`src/json_string_unescape_macros.svh`:
```
// ----------------------------------------------------------------------------
// JSON string unescape assertion macros
// Shared concurrent assertion forms for the unescape block.
// ----------------------------------------------------------------------------
`ifndef JSON_STRING_UNESCAPE_MACROS_SVH
`define JSON_STRING_UNESCAPE_MACROS_SVH

// The consequent holds in the same cycle as the antecedent.
`define JSU_ASSERT_NOW(label, clk, rst_n, ante, cons, msg) \
    label: assert property (@(posedge clk) disable iff (!rst_n) (ante) |-> (cons)) \
        else $error(msg);

// The consequent holds in the cycle after the antecedent.
`define JSU_ASSERT_NEXT(label, clk, rst_n, ante, cons, msg) \
    label: assert property (@(posedge clk) disable iff (!rst_n) (ante) |=> (cons)) \
        else $error(msg);

`endif

```
`src/jsu_pkg.sv`:
```
// ----------------------------------------------------------------------------
// JSON string unescape package
// Types, codes, widths and character helpers shared by the unescape block.
// ----------------------------------------------------------------------------
`default_nettype none

package jsu_pkg;

    localparam int LEN_BITS = 16;
    localparam int EST_W    = LEN_BITS + 1;
    localparam int CMP_W    = (EST_W > 16) ? EST_W : 16;

    localparam logic [1:0] ACT_START = 2'd0;
    localparam logic [1:0] ACT_DATA  = 2'd1;
    localparam logic [1:0] ACT_END   = 2'd2;

    localparam logic [1:0] ST_OK        = 2'd0;
    localparam logic [1:0] ST_MALFORMED = 2'd1;
    localparam logic [1:0] ST_TOO_LONG  = 2'd2;

    localparam logic KIND_BYTE   = 1'b0;
    localparam logic KIND_STATUS = 1'b1;

    localparam logic [7:0] CH_QUOTE     = 8'h22;
    localparam logic [7:0] CH_BACKSLASH = 8'h5C;
    localparam logic [7:0] CH_SLASH     = 8'h2F;
    localparam logic [7:0] CH_SPACE     = 8'h20;
    localparam logic [7:0] CH_TAB       = 8'h09;
    localparam logic [7:0] CH_CR        = 8'h0D;
    localparam logic [7:0] CH_LF        = 8'h0A;
    localparam logic [7:0] CH_U         = 8'h75;

    localparam logic [15:0] SURR_LO    = 16'hD800;
    localparam logic [15:0] SURR_HI    = 16'hDFFF;
    localparam logic [15:0] CP_1B_END  = 16'h0080;
    localparam logic [15:0] CP_2B_END  = 16'h0800;
    localparam logic [7:0]  LEAD_2B    = 8'hC0;
    localparam logic [7:0]  LEAD_3B    = 8'hE0;
    localparam logic [7:0]  CONT_MARK  = 8'h80;
    localparam logic [7:0]  REPL_B0    = 8'hEF;
    localparam logic [7:0]  REPL_B1    = 8'hBF;
    localparam logic [7:0]  REPL_B2    = 8'hBD;

    typedef enum logic [2:0] {
        PH_WAIT,
        PH_STR,
        PH_ESC,
        PH_HEX,
        PH_DONE
    } phase_t;

    typedef struct packed {
        logic        kind;
        logic [7:0]  out_byte;
        logic [1:0]  status;
        logic [15:0] decoded_count;
    } result_t;

    typedef struct packed {
        logic [1:0]        n;
        result_t [2:0]     res;
    } bundle_t;

    // Returns the valid flag in bit 4 and the digit value in bits 3:0.
    function automatic logic [4:0] hex_value(input logic [7:0] c);
        logic [7:0] d;
        d = 8'h00;
        if (c inside {[8'h30:8'h39]}) begin
            d = c - 8'h30;
            return {1'b1, d[3:0]};
        end
        if (c inside {[8'h61:8'h66]}) begin
            d = c - 8'h57;
            return {1'b1, d[3:0]};
        end
        if (c inside {[8'h41:8'h46]}) begin
            d = c - 8'h37;
            return {1'b1, d[3:0]};
        end
        return 5'b0_0000;
    endfunction

    // Returns the valid flag in bit 8 and the decoded byte in bits 7:0.
    function automatic logic [8:0] escape_value(input logic [7:0] c);
        logic [8:0] r;
        case (c)
            CH_QUOTE, CH_BACKSLASH, CH_SLASH: r = {1'b1, c};
            8'h62:   r = {1'b1, 8'h08};
            8'h66:   r = {1'b1, 8'h0C};
            8'h6E:   r = {1'b1, CH_LF};
            8'h72:   r = {1'b1, CH_CR};
            8'h74:   r = {1'b1, CH_TAB};
            default: r = 9'h000;
        endcase
        return r;
    endfunction

    function automatic result_t byte_result(input logic [7:0] b);
        result_t r;
        r.kind          = KIND_BYTE;
        r.out_byte      = b;
        r.status        = ST_OK;
        r.decoded_count = 16'h0000;
        return r;
    endfunction

endpackage

`default_nettype wire

```
`src/json_string_unescape.sv`:
```
// ----------------------------------------------------------------------------
// JSON string unescape
// Streaming decoder for one JSON string token: skips leading blanks,
// decodes simple and \u escapes to UTF-8, and ends with a status result.
// ----------------------------------------------------------------------------
//   Channel   Handshake                  Payload
//   item      item_valid / item_stall    action, data_byte
//   result    result_valid / result_stall kind, out_byte, status, decoded_count, last
//   config    cfg_valid / cfg_ready      cfg_data (max_decoded_len)
//
// An item is decoded in the cycle it is accepted and its results appear in the
// next cycle; one item can be accepted every cycle while results do not stall.
// An item with more than one result stalls the item channel until its last
// result leaves, since the result register hands out one result per transfer.
// Reset clears the string state and sets max_decoded_len to 64.
// A stalled result holds; the item channel stalls only while results of
// the previous item remain beyond the one leaving this cycle.
// ----------------------------------------------------------------------------
`default_nettype none

module json_string_unescape (
    input  wire logic         clk,
    input  wire logic         rst_n,
    input  wire logic         item_valid,
    output logic              item_stall,
    input  wire logic [1:0]   action,
    input  wire logic [7:0]   data_byte,
    output logic              result_valid,
    input  wire logic         result_stall,
    output logic              kind,
    output logic [7:0]        out_byte,
    output logic [1:0]        status,
    output logic [15:0]       decoded_count,
    output logic              last,
    input  wire logic         cfg_valid,
    output logic              cfg_ready,
    input  wire logic [15:0]  cfg_data
);

    jsu_pkg::bundle_t   bundle;
    jsu_pkg::result_t   head;
    logic               can_load;
    logic               accept;

    assign cfg_ready  = 1'b1;
    assign item_stall = !can_load;
    assign accept     = item_valid && can_load;

    jsu_decode u_decode (
        .clk       (clk),
        .rst_n     (rst_n),
        .cfg_write (cfg_valid && cfg_ready),
        .cfg_data  (cfg_data),
        .accept    (accept),
        .action    (action),
        .data_byte (data_byte),
        .bundle    (bundle)
    );

    jsu_out u_out (
        .clk          (clk),
        .rst_n        (rst_n),
        .load         (accept && bundle.n != 2'd0),
        .bundle       (bundle),
        .can_load     (can_load),
        .result_valid (result_valid),
        .result_stall (result_stall),
        .head         (head),
        .last         (last)
    );

    assign kind          = head.kind;
    assign out_byte      = head.out_byte;
    assign status        = head.status;
    assign decoded_count = head.decoded_count;

endmodule

`default_nettype wire

```
`src/jsu_decode.sv`:
```
// ----------------------------------------------------------------------------
// JSON string unescape decoder
// Holds the string state and the length limit, and turns one accepted item
// into a bundle of up to three results in the same cycle.
// ----------------------------------------------------------------------------
`default_nettype none

module jsu_decode (
    input  wire logic               clk,
    input  wire logic               rst_n,
    input  wire logic               cfg_write,
    input  wire logic [15:0]        cfg_data,
    input  wire logic               accept,
    input  wire logic [1:0]         action,
    input  wire logic [7:0]         data_byte,
    output jsu_pkg::bundle_t        bundle
);

    jsu_pkg::phase_t                phase_reg, phase_next;
    logic [1:0]                     hex_cnt_reg, hex_cnt_next;
    logic [11:0]                    cp_reg, cp_next;
    logic [jsu_pkg::EST_W-1:0]      est_reg, est_next;
    logic [jsu_pkg::LEN_BITS-1:0]   emit_reg, emit_next;
    logic [15:0]                    max_len_reg;

    logic [4:0]                     hex;
    logic [8:0]                     esc;
    logic [15:0]                    cp_full;
    logic [1:0]                     est_add;
    logic [jsu_pkg::EST_W:0]        est_sum;
    logic [jsu_pkg::LEN_BITS:0]     emit_sum;
    logic [jsu_pkg::CMP_W-1:0]      emit_wide;
    logic [15:0]                    count_sat;
    logic                           too_long;

    assign hex     = jsu_pkg::hex_value(data_byte);
    assign esc     = jsu_pkg::escape_value(data_byte);
    assign cp_full = {cp_reg, hex[3:0]};

    assign emit_wide = jsu_pkg::CMP_W'(emit_reg);
    assign count_sat = (emit_wide > jsu_pkg::CMP_W'(16'hFFFF)) ? 16'hFFFF : emit_wide[15:0];
    assign too_long  = jsu_pkg::CMP_W'(est_reg) > jsu_pkg::CMP_W'(max_len_reg);

    always_comb
    begin
        phase_next  = phase_reg;
        hex_cnt_next = hex_cnt_reg;
        cp_next     = cp_reg;
        est_add     = 2'd0;
        bundle.n    = 2'd0;
        bundle.res  = '0;

        case (action)
            jsu_pkg::ACT_START:
            begin
                phase_next   = jsu_pkg::PH_WAIT;
                hex_cnt_next = 2'd0;
                cp_next      = 12'h000;
            end
            jsu_pkg::ACT_END:
            begin
                if (phase_reg != jsu_pkg::PH_DONE)
                begin
                    phase_next           = jsu_pkg::PH_DONE;
                    bundle.n             = 2'd1;
                    bundle.res[0].kind   = jsu_pkg::KIND_STATUS;
                    bundle.res[0].status = jsu_pkg::ST_MALFORMED;
                end
            end
            jsu_pkg::ACT_DATA:
            begin
                case (phase_reg)
                    jsu_pkg::PH_WAIT:
                    begin
                        if (data_byte == jsu_pkg::CH_QUOTE)
                        begin
                            phase_next = jsu_pkg::PH_STR;
                        end
                        else if (!(data_byte inside {jsu_pkg::CH_SPACE, jsu_pkg::CH_TAB,
                                                     jsu_pkg::CH_CR, jsu_pkg::CH_LF}))
                        begin
                            phase_next           = jsu_pkg::PH_DONE;
                            bundle.n             = 2'd1;
                            bundle.res[0].kind   = jsu_pkg::KIND_STATUS;
                            bundle.res[0].status = jsu_pkg::ST_MALFORMED;
                        end
                    end
                    jsu_pkg::PH_STR:
                    begin
                        if (data_byte == jsu_pkg::CH_QUOTE)
                        begin
                            phase_next         = jsu_pkg::PH_DONE;
                            bundle.n           = 2'd1;
                            bundle.res[0].kind = jsu_pkg::KIND_STATUS;
                            if (too_long)
                            begin
                                bundle.res[0].status = jsu_pkg::ST_TOO_LONG;
                            end
                            else
                            begin
                                bundle.res[0].status        = jsu_pkg::ST_OK;
                                bundle.res[0].decoded_count = count_sat;
                            end
                        end
                        else if (data_byte == jsu_pkg::CH_BACKSLASH)
                        begin
                            phase_next = jsu_pkg::PH_ESC;
                        end
                        else if (data_byte < jsu_pkg::CH_SPACE)
                        begin
                            phase_next           = jsu_pkg::PH_DONE;
                            bundle.n             = 2'd1;
                            bundle.res[0].kind   = jsu_pkg::KIND_STATUS;
                            bundle.res[0].status = jsu_pkg::ST_MALFORMED;
                        end
                        else
                        begin
                            est_add       = 2'd1;
                            bundle.n      = 2'd1;
                            bundle.res[0] = jsu_pkg::byte_result(data_byte);
                        end
                    end
                    jsu_pkg::PH_ESC:
                    begin
                        if (data_byte == jsu_pkg::CH_U)
                        begin
                            phase_next   = jsu_pkg::PH_HEX;
                            hex_cnt_next = 2'd0;
                            cp_next      = 12'h000;
                        end
                        else if (!esc[8])
                        begin
                            phase_next           = jsu_pkg::PH_DONE;
                            bundle.n             = 2'd1;
                            bundle.res[0].kind   = jsu_pkg::KIND_STATUS;
                            bundle.res[0].status = jsu_pkg::ST_MALFORMED;
                        end
                        else
                        begin
                            phase_next    = jsu_pkg::PH_STR;
                            est_add       = 2'd1;
                            bundle.n      = 2'd1;
                            bundle.res[0] = jsu_pkg::byte_result(esc[7:0]);
                        end
                    end
                    jsu_pkg::PH_HEX:
                    begin
                        if (!hex[4])
                        begin
                            phase_next           = jsu_pkg::PH_DONE;
                            bundle.n             = 2'd1;
                            bundle.res[0].kind   = jsu_pkg::KIND_STATUS;
                            bundle.res[0].status = jsu_pkg::ST_MALFORMED;
                        end
                        else if (hex_cnt_reg != 2'd3)
                        begin
                            hex_cnt_next = hex_cnt_reg + 2'd1;
                            cp_next      = {cp_reg[7:0], hex[3:0]};
                        end
                        else
                        begin
                            hex_cnt_next = 2'd0;
                            cp_next      = {cp_reg[7:0], hex[3:0]};
                            phase_next   = jsu_pkg::PH_STR;
                            est_add      = 2'd3;
                            if (cp_full < jsu_pkg::CP_1B_END)
                            begin
                                bundle.n      = 2'd1;
                                bundle.res[0] = jsu_pkg::byte_result(cp_full[7:0]);
                            end
                            else if (cp_full < jsu_pkg::CP_2B_END)
                            begin
                                bundle.n      = 2'd2;
                                bundle.res[0] = jsu_pkg::byte_result(
                                    jsu_pkg::LEAD_2B | {3'b000, cp_full[10:6]});
                                bundle.res[1] = jsu_pkg::byte_result(
                                    jsu_pkg::CONT_MARK | {2'b00, cp_full[5:0]});
                            end
                            else if (cp_full >= jsu_pkg::SURR_LO && cp_full <= jsu_pkg::SURR_HI)
                            begin
                                bundle.n      = 2'd3;
                                bundle.res[0] = jsu_pkg::byte_result(jsu_pkg::REPL_B0);
                                bundle.res[1] = jsu_pkg::byte_result(jsu_pkg::REPL_B1);
                                bundle.res[2] = jsu_pkg::byte_result(jsu_pkg::REPL_B2);
                            end
                            else
                            begin
                                bundle.n      = 2'd3;
                                bundle.res[0] = jsu_pkg::byte_result(
                                    jsu_pkg::LEAD_3B | {4'b0000, cp_full[15:12]});
                                bundle.res[1] = jsu_pkg::byte_result(
                                    jsu_pkg::CONT_MARK | {2'b00, cp_full[11:6]});
                                bundle.res[2] = jsu_pkg::byte_result(
                                    jsu_pkg::CONT_MARK | {2'b00, cp_full[5:0]});
                            end
                        end
                    end
                    default:
                    begin
                    end
                endcase
            end
            default:
            begin
            end
        endcase
    end

    assign est_sum  = {1'b0, est_reg} + (jsu_pkg::EST_W + 1)'(est_add);
    assign emit_sum = {1'b0, emit_reg}
                      + ((bundle.res[0].kind == jsu_pkg::KIND_BYTE)
                         ? (jsu_pkg::LEN_BITS + 1)'(bundle.n)
                         : (jsu_pkg::LEN_BITS + 1)'(0));

    always_comb
    begin
        if (action == jsu_pkg::ACT_START)
        begin
            est_next  = '0;
            emit_next = '0;
        end
        else
        begin
            est_next  = est_sum[jsu_pkg::EST_W] ? '1 : est_sum[jsu_pkg::EST_W-1:0];
            emit_next = emit_sum[jsu_pkg::LEN_BITS] ? '1 : emit_sum[jsu_pkg::LEN_BITS-1:0];
        end
    end

    always_ff @(posedge clk or negedge rst_n)
    begin
        if (!rst_n)
        begin
            phase_reg   <= jsu_pkg::PH_WAIT;
            hex_cnt_reg <= 2'd0;
            cp_reg      <= 12'h000;
            est_reg     <= '0;
            emit_reg    <= '0;
            max_len_reg <= 16'd64;
        end
        else
        begin
            if (cfg_write)
            begin
                max_len_reg <= cfg_data;
            end
            if (accept)
            begin
                phase_reg   <= phase_next;
                hex_cnt_reg <= hex_cnt_next;
                cp_reg      <= cp_next;
                est_reg     <= est_next;
                emit_reg    <= emit_next;
            end
        end
    end

endmodule

`default_nettype wire

```
`src/jsu_out.sv`:
```
// ----------------------------------------------------------------------------
// JSON string unescape result queue
// Registers a bundle of up to three results, hands them out one per
// transfer, and loads the next when empty or as the last result leaves.
// ----------------------------------------------------------------------------
`default_nettype none

`include "json_string_unescape_macros.svh"

module jsu_out (
    input  wire logic               clk,
    input  wire logic               rst_n,
    input  wire logic               load,
    input  wire jsu_pkg::bundle_t   bundle,
    output logic                    can_load,
    output logic                    result_valid,
    input  wire logic               result_stall,
    output jsu_pkg::result_t        head,
    output logic                    last
);

    logic [1:0]               cnt_reg, cnt_next;
    jsu_pkg::result_t [2:0]   res_reg, res_next;
    logic                     fire;
    logic                     load_ok;
    logic                     run_mid;
    logic                     status_head;
    logic                     byte_head;
    logic                     byte_clean;

    assign result_valid = (cnt_reg != 2'd0);
    assign fire         = result_valid && !result_stall;
    assign can_load     = (cnt_reg == 2'd0) || (fire && cnt_reg == 2'd1);
    assign head         = res_reg[0];
    assign last         = (cnt_reg == 2'd1);

    always_comb
    begin
        cnt_next = cnt_reg;
        res_next = res_reg;
        if (fire)
        begin
            cnt_next    = cnt_reg - 2'd1;
            res_next[0] = res_reg[1];
            res_next[1] = res_reg[2];
        end
        if (load)
        begin
            cnt_next = bundle.n;
            res_next = bundle.res;
        end
    end

    always_ff @(posedge clk or negedge rst_n)
    begin
        if (!rst_n)
        begin
            cnt_reg <= 2'd0;
        end
        else
        begin
            cnt_reg <= cnt_next;
        end
    end

    always_ff @(posedge clk)
    begin
        res_reg <= res_next;
    end

    assign load_ok     = can_load && bundle.n != 2'd0;
    assign run_mid     = fire && cnt_reg > 2'd1 && !load;
    assign status_head = result_valid && head.kind == jsu_pkg::KIND_STATUS;
    assign byte_head   = result_valid && head.kind == jsu_pkg::KIND_BYTE;
    assign byte_clean  = head.status == jsu_pkg::ST_OK && head.decoded_count == 16'h0000;

    `JSU_ASSERT_NOW(a_load_when_free, clk, rst_n, load, load_ok, "load while busy")
    `JSU_ASSERT_NEXT(a_run_continues, clk, rst_n, run_mid, result_valid, "result run broken")
    `JSU_ASSERT_NOW(a_status_is_last, clk, rst_n, status_head, last, "status not last of run")
    `JSU_ASSERT_NOW(a_byte_fields_clear, clk, rst_n, byte_head, byte_clean, "stray status fields")

endmodule

`default_nettype wire

```
`config.mk`:
```
export PLATFORM = sky130hd
export DESIGN_NAME = json_string_unescape
export DESIGN_NICKNAME = d
export VERILOG_FILES = /design/src/jsu_pkg.sv /design/src/json_string_unescape.sv /design/src/jsu_decode.sv /design/src/jsu_out.sv
export VERILOG_INCLUDE_DIRS = /design/src /design/src/src
export SDC_FILE = /design/constraint.sdc
export NUM_CORES = 1
export LEC_CHECK = 0
export ABC_AREA = 1
export BUFFER_PORTS_ARGS = -buffer_cell sky130_fd_sc_hd__buf_2
export CORE_MARGIN = 3
export CORE_UTILIZATION = 35
export DETAILED_ROUTE_END_ITERATION = 8
export SLEW_MARGIN = 20
export SYNTH_ARGS = -nofsm -noshare
export SYNTH_HDL_FRONTEND = slang
export SYNTH_SLANG_ARGS = --single-unit
```
`constraint.sdc`:
```
create_clock -name clk -period 3.5 [get_ports clk]
set_clock_uncertainty 0.1 [all_clocks]
set_input_delay 0.35 -clock clk [delete_from_list [all_inputs] [get_ports clk]]
set_output_delay 0.35 -clock clk [all_outputs]
set_load 0.01 [all_outputs]
```
==> results of run 1 <==
cell usage in the layout, fill, tap and decap left out, types with 18 or more instances in the layout:
cell / Yosys / final
o21ai_0: 110 / 109
dfrtp_1: 67 / 67
nand4_1: 18 / 18
a21oi_1: 24 / 23
buf_4: 28 / 79
nand2_1: 192 / 192
buf_2: 1 / 60
ha_1: 31 / 31
inv_1: 121 / 119
nor2_1: 65 / 61
edfxtp_1: 41 / 41
xor2_1: 18 / 18
nand3_1: 53 / 50
synthesized netlist by cell type (5+ instances only):
master	count
edfxtp_1	41
o22ai_1	6
o211ai_1	5
nand2_1	192
nand3_1	53
buf_4	28
ha_1	31
o21ai_0	110
clkbuf_1	13
inv_2	5
nand4_1	18
xor2_1	18
nor3_1	16
inv_1	121
nor2_1	65
dfrtp_1	67
a21oi_1	24
nor2_2	12
worst max-delay path by stage:
stage                                        to  slack (ps)  cells after the start
after floorplan           u_decode.emit_reg[14]          50                     23
after global placement    u_decode.emit_reg[14]        -270                     24
after detailed placement  u_decode.emit_reg[14]        -360                     24
after CTS                 u_decode.emit_reg[14]          20                     21
after global routing      u_decode.emit_reg[14]         -90                     21
final                     u_decode.emit_reg[14]         250                     21
metal layers:
metal  wire, µm  up-vias  share of wire (%)
met5          0        -                  0
met4        221        0                1.4
met3        559       13                3.4
met2       6910      116                 43
met1       8510     2650                 53
li1           -     3061                  -
through the flow:
step | hold slack (ps) | power (mW)
6_report | 92.2 | 4.09
5_1_grt | 89.6 | 4.38
4_1_cts | 82.3 | 4.12
3_5_place_dp | 298 | 3.11
3_3_place_gp | 288 | 3.09
2_1_floorplan | -45.6 | 2.74
kinds of logic (layout without fill, tap and decap cells):
logic type | Yosys count | after routing
AO/OA/AOI/OAI | 156 | 156
XOR/XNOR | 21 | 21
adder cells (fa/ha/maj) | 33 | 33
buffers and inverters | 171 | 284
flip-flops | 109 | 109
multiplexers | 1 | 1
other | 1 | 1
AND/OR/NAND/NOR | 381 | 381
final cells by class:
cell class / count / area (µm²) / share of cell area (%)
multi-input combinational: 593 / 3240 / 39.6
sequential: 109 / 2930 / 35.8
timing repair buffer: 141 / 923 / 11.3
inverter: 127 / 478 / 5.84
tap: 260 / 325 / 3.97
clock buffer: 10 / 239 / 2.92
clock inverter: 6 / 46.3 / 0.565
what timing repair did:
action                     4_1_cts  5_1_grt
setup endpoints to repair        1       22
hold buffers                     1        0
hold endpoints to repair        22        0
buffers inserted                 0        1
resized for setup                2       14
pin swaps                        2        4
worst max-delay path: stages, from the launching register on:
cell,delay (ps)
dfrtp_1,430
nor2_2,160
inv_1,90
nor2_4,100
nand2_1,80
buf_4,140
nand3_1,70
o21bai_1,70
nand2_1,70
nand2_1,60
nor2_2,130
ha_1,170
inv_1,60
fa_2,380
nor3_4,150
nand3_2,120
nor3_4,170
nand2_1,120
nor2_1,130
xor2_1,70
o21ai_0,120
o21ai_0,100
report_power, final:
group          leakage (nW)  internal, mW  switching [mW]  total [mW]
Clock                 0.142         0.508           0.482       0.990
Sequential             1.31          1.64           0.184        1.83
Combinational          2.49         0.464           0.808        1.27
Total                  3.93          2.61            1.47        4.09
==> metrics, run 1 <==
outcome complete, no violations; area grow syn2layout 19.1%; compound-cell area share of the yosys netlist 12.0%; Clk Latency, worst-skew pair 350 ps; Adder-Cell Fraction of Synth Area 6.22%; placed instance count 1228; Pre-Repair DR Iteration Count 5; flops & latches, synth 109; DR vias 5840; Top Ports 62; CP Class flip-flop to flip-flop; Congestion Overflow GR 0; worst vdd ir 227 µV; Cell Pwr Density 499 nW/µm²; n_diodes 0; register area share after synthesis 42.7%; setup TNS 0 ps; starting density of the core 36.2%; mapped cell area 6880 µm²; antenna-violating nets left 0; CORE AREA 19000 µm²; Synth area leader dfrtp_1; M1 GR Usage 23.1%; Async S/R FF share, synth 62.4%; Final Routed Wirelength 16.2 mm; Residual DRC 0; first-pass GRT wire length 27.0 mm; fin crit period 3250 ps; Die X 146 µm; Final Cycle Share 92.8%; H-tree Lvls 3; drt wl/cell 13.0 µm; Setup Viol. Count Final 0; Unique masters post-synth 44; FF-to-FF path depth 21; Hold Violations, Final 0; Gate Count Post-Synth 873; GRT Total Usage 15.3%; post-layout util 43.1%; hold crit path type input pin to flip-flop; Finished Layout Cells 1246; Most used DFF post-synth dfrtp_1; Die H 146 µm; CTS sink count 109; endpoint type of the worst setup path flip-flop; Data required, critical path 3630 ps; mux contribution to synthesized area 0.164%; largest net degree at the start of global routing 32; Slew Limit Headroom 32.3%; max reg flops 27; IO Port Bufs 60; Hold Path Origin cfg_data[14]; number of synthesized flops with an enable pin 41; GR Util met3 1.80%; RR Startpoint u_decode.phase_reg[2]; Ys Warns 0; Lkg Pwr 3.93 nW; share of cells above drive strength 1 21.1%; Reg2Reg Capture Point u_decode.emit_reg[14]; max-cap viol count 0; Max Transition Viols Final 0; WP data arrival 3380 ps; initial DRC count 373; internal reg-to-reg setup slack 250 ps; crit path from u_decode.phase_reg[2]; placed cell areas 7830 µm²; Syn Area/Cell 7.88 µm²; final-stage net count 1045; Final HPWL DP 12.4 mm; pre-CTS WS -358 ps; startpoint types flip-flop; post-synth top area share 24.4%; top cells by area, synth dfrtp_1 (24%), edfxtp_1 (18%), nand2_1 (10%); Clk pin slew, worst setup/hold paths 80 ps; Synth Area in Simple Gates 25.1%; Worst-Margin Slew 1010 ps; Hold Crit Endpoint u_decode.max_len_reg[14]; fill cell count 1985; vias in the first global route 5456; GR Util met2 23.1%; CTS tree built; clk root buf clkbuf_16; routed vias/inst 4.69; GPL Wtd Cong 0.918; setup ws final 253 ps; clock buffer depth 2; grt peak-use layer met2; Synthesized Nets 937; area of the die 21400 µm²; fmax 0.308 GHz; Final Cell Area 8190 µm²; antenna violations before repair 0; cell row count 50; largest family of logic cells by synthesized area simple AND/OR/NAND/NOR gates; total CTS buffers 9; Hold Crit Depth 3; largest fanout on the critical path 4; unrepaired setup endpoints after global routing yes; post-synthesis xor/xnor area fraction 2.67%
Power figures use the tool's default switching activity.
==> inputs of run 2 (changes only) <==
--- a/config.mk
+++ b/config.mk
@@ -11,6 +11,7 @@
 export CORE_MARGIN = 3
 export CORE_UTILIZATION = 35
 export DETAILED_ROUTE_END_ITERATION = 8
+export RECOVER_POWER = 100
 export SLEW_MARGIN = 20
 export SYNTH_ARGS = -nofsm -noshare
 export SYNTH_HDL_FRONTEND = slang
==> run 2 against run 1 <==
  * Cell area shrank 0.55%
  * First-iteration DRC count rose by 0.80%
  * Fmax increased by 0.11%
  * Critical path depth is the same
  * Critical endpoint unchanged
  * Largest cell class unchanged
  * Highest routed layer unchanged
==> metrics, run 2 (synthesized netlist as in run 1, its figures left out) <==
CTS sink count 109; Hold Crit Endpoint u_decode.max_len_reg[14]; clk root buf clkbuf_16; Hold Crit Depth 3; Congestion Overflow GR 0; share of cells above drive strength 1 17.8%; Reg2Reg Capture Point u_decode.emit_reg[14]; Power Total 4.07 mW; Clk Latency, worst-skew pair 350 ps; IO Port Bufs 60; Hold Violations, Final 0; n_diodes 0; Pre-Repair DR Iteration Count 5; drt wl/cell 13.0 µm; most common cell after layout, fill and taps aside nand2_1; endpoint type of the worst setup path flip-flop; CTS tree built; WP data arrival 3370 ps; Residual DRC 0; max-cap viol count 0; Final Cycle Share 92.7%; met1 wire length 8.59 mm; vias in the first global route 5456; starting density of the core 36.2%; setup TNS 0 ps; final-stage net count 1045; Finished Layout Cells 1246; Die X 146 µm; startpoint types flip-flop; initial DRC count 376; largest net degree at the start of global routing 32; Setup Viol. Count Final 0; H-tree Lvls 3; final hold slack 92.3 ps; clock buffer depth 2; largest fanout on the critical path 4; fin crit period 3240 ps; area of the die 21400 µm²; Die H 146 µm; max reg flops 27; Lkg Pwr 3.84 nW; antenna violations before repair 0; total CTS buffers 9; Final HPWL DP 12.4 mm; DR vias 5829; Cell Pwr Density 499 nW/µm²; worst vdd ir 220 µV; placed instance count 1228; GRT Total Usage 15.3%; routed wl met2 6.89 mm; most frequent cells in the layout nand2_1 (192), inv_1 (119), o21ai_0 (109); Worst-Margin Slew 1430 ps; Clk pin slew, worst setup/hold paths 80 ps; fill cell count 2000; CP Class flip-flop to flip-flop; CORE AREA 19000 µm²; Max Transition Viols Final 0; routed vias/inst 4.68; wire length on met3 542 µm; Top Ports 62; uppermost layer routed met4; GPL Wtd Cong 0.918; Hold Path Origin cfg_data[14]; unrepaired setup endpoints after global routing yes; internal reg-to-reg setup slack 260 ps; first-pass GRT wire length 27.0 mm; area grow syn2layout 18.4%; Data required, critical path 3630 ps; cell row count 50; FF-to-FF path depth 21; outcome complete, no violations; hold crit path type input pin to flip-flop; Slew Limit Headroom 4.73%; antenna-violating nets left 0; fmax 0.308 GHz; RR Startpoint u_decode.phase_reg[2]; Final Routed Wirelength 16.3 mm
==> run 2: power breakdown <==
group | total (mW) | internal (mW) | switching [mW]
clock | 0.990 | 0.508 | 0.482
sequential | 1.83 | 1.64 | 0.187
combinational | 1.25 | 0.438 | 0.810
total | 4.07 | 2.59 | 1.48
==> run 2: critical path: stages, from the launching register on <==
cell and delay, ps:
dfrtp_1 430, nor2_2 160, inv_1 90, nor2_4 100
nand2_1 80, buf_4 140, nand3_1 70, o21bai_1 70
nand2_1 70, nand2_1 60, nor2_2 130, ha_1 170
inv_1 60, fa_2 370, nor3_4 150, nand3_2 120
nor3_4 170, nand2_1 120, nor2_1 130, xor2_1 70
o21ai_0 120, o21ai_0 100
==> run 2: worst max-delay path by stage <==
| stage | startpoint | end | slack, ps | cells after the start |
|---|---|---|---|---|
| 3_3_place_gp | data_byte[0] | u_decode.emit_reg[14] | -270 | 24 |
| 4_1_cts | u_decode.phase_reg[2] | u_decode.emit_reg[14] | 20 | 21 |
| 3_5_place_dp | data_byte[0] | u_decode.emit_reg[14] | -360 | 24 |
| 6_report | u_decode.phase_reg[2] | u_decode.emit_reg[14] | 260 | 21 |
| 2_1_floorplan | data_byte[0] | u_decode.emit_reg[14] | 50 | 23 |
| 5_1_grt | u_decode.phase_reg[2] | u_decode.emit_reg[14] | -90 | 21 |
==> run 2: what timing repair did <==
item	4_1_cts	5_1_grt
hold endpoints to repair	22	0
gates cloned	0	0
endpoints found under the setup margin	1	22
gates resized for setup	2	14
pin swaps	2	4
hold buffers	1	0
setup buffers	0	1
==> run 2: cell type report <==
| type | instances | area, µm² | area share [%] |
|---|---|---|---|
| Multi-Input combinational cell | 593 | 3240 | 39.8 |
| Sequential cell | 109 | 2930 | 36.0 |
| Timing Repair Buffer | 141 | 878 | 10.8 |
| Inverter | 127 | 478 | 5.87 |
| Tap cell | 260 | 325 | 3.99 |
| Clock buffer | 10 | 239 | 2.93 |
| Clock inverter | 6 | 46.3 | 0.568 |
==> run 2: metrics by stage <==
stage	area (µm²)	setup slack [ps]	util, %
2_1_floorplan	6880	54.0	-
3_3_place_gp	7830	-270	41.2
3_5_place_dp	7830	-358	41.2
4_1_cts	8140	20.2	42.8
5_1_grt	8150	-94.5	42.8
6_report	8150	257	42.8
==> run 2: per-layer routing <==
| layer | vias up | GRT usage (%) |
|---|---|---|
| met5 | - | 0 |
| met4 | 0 | 4.52 |
| met3 | 13 | 1.80 |
| li1 | 3060 | - |
| met2 | 110 | 23.1 |
| met1 | 2646 | 23.1 |
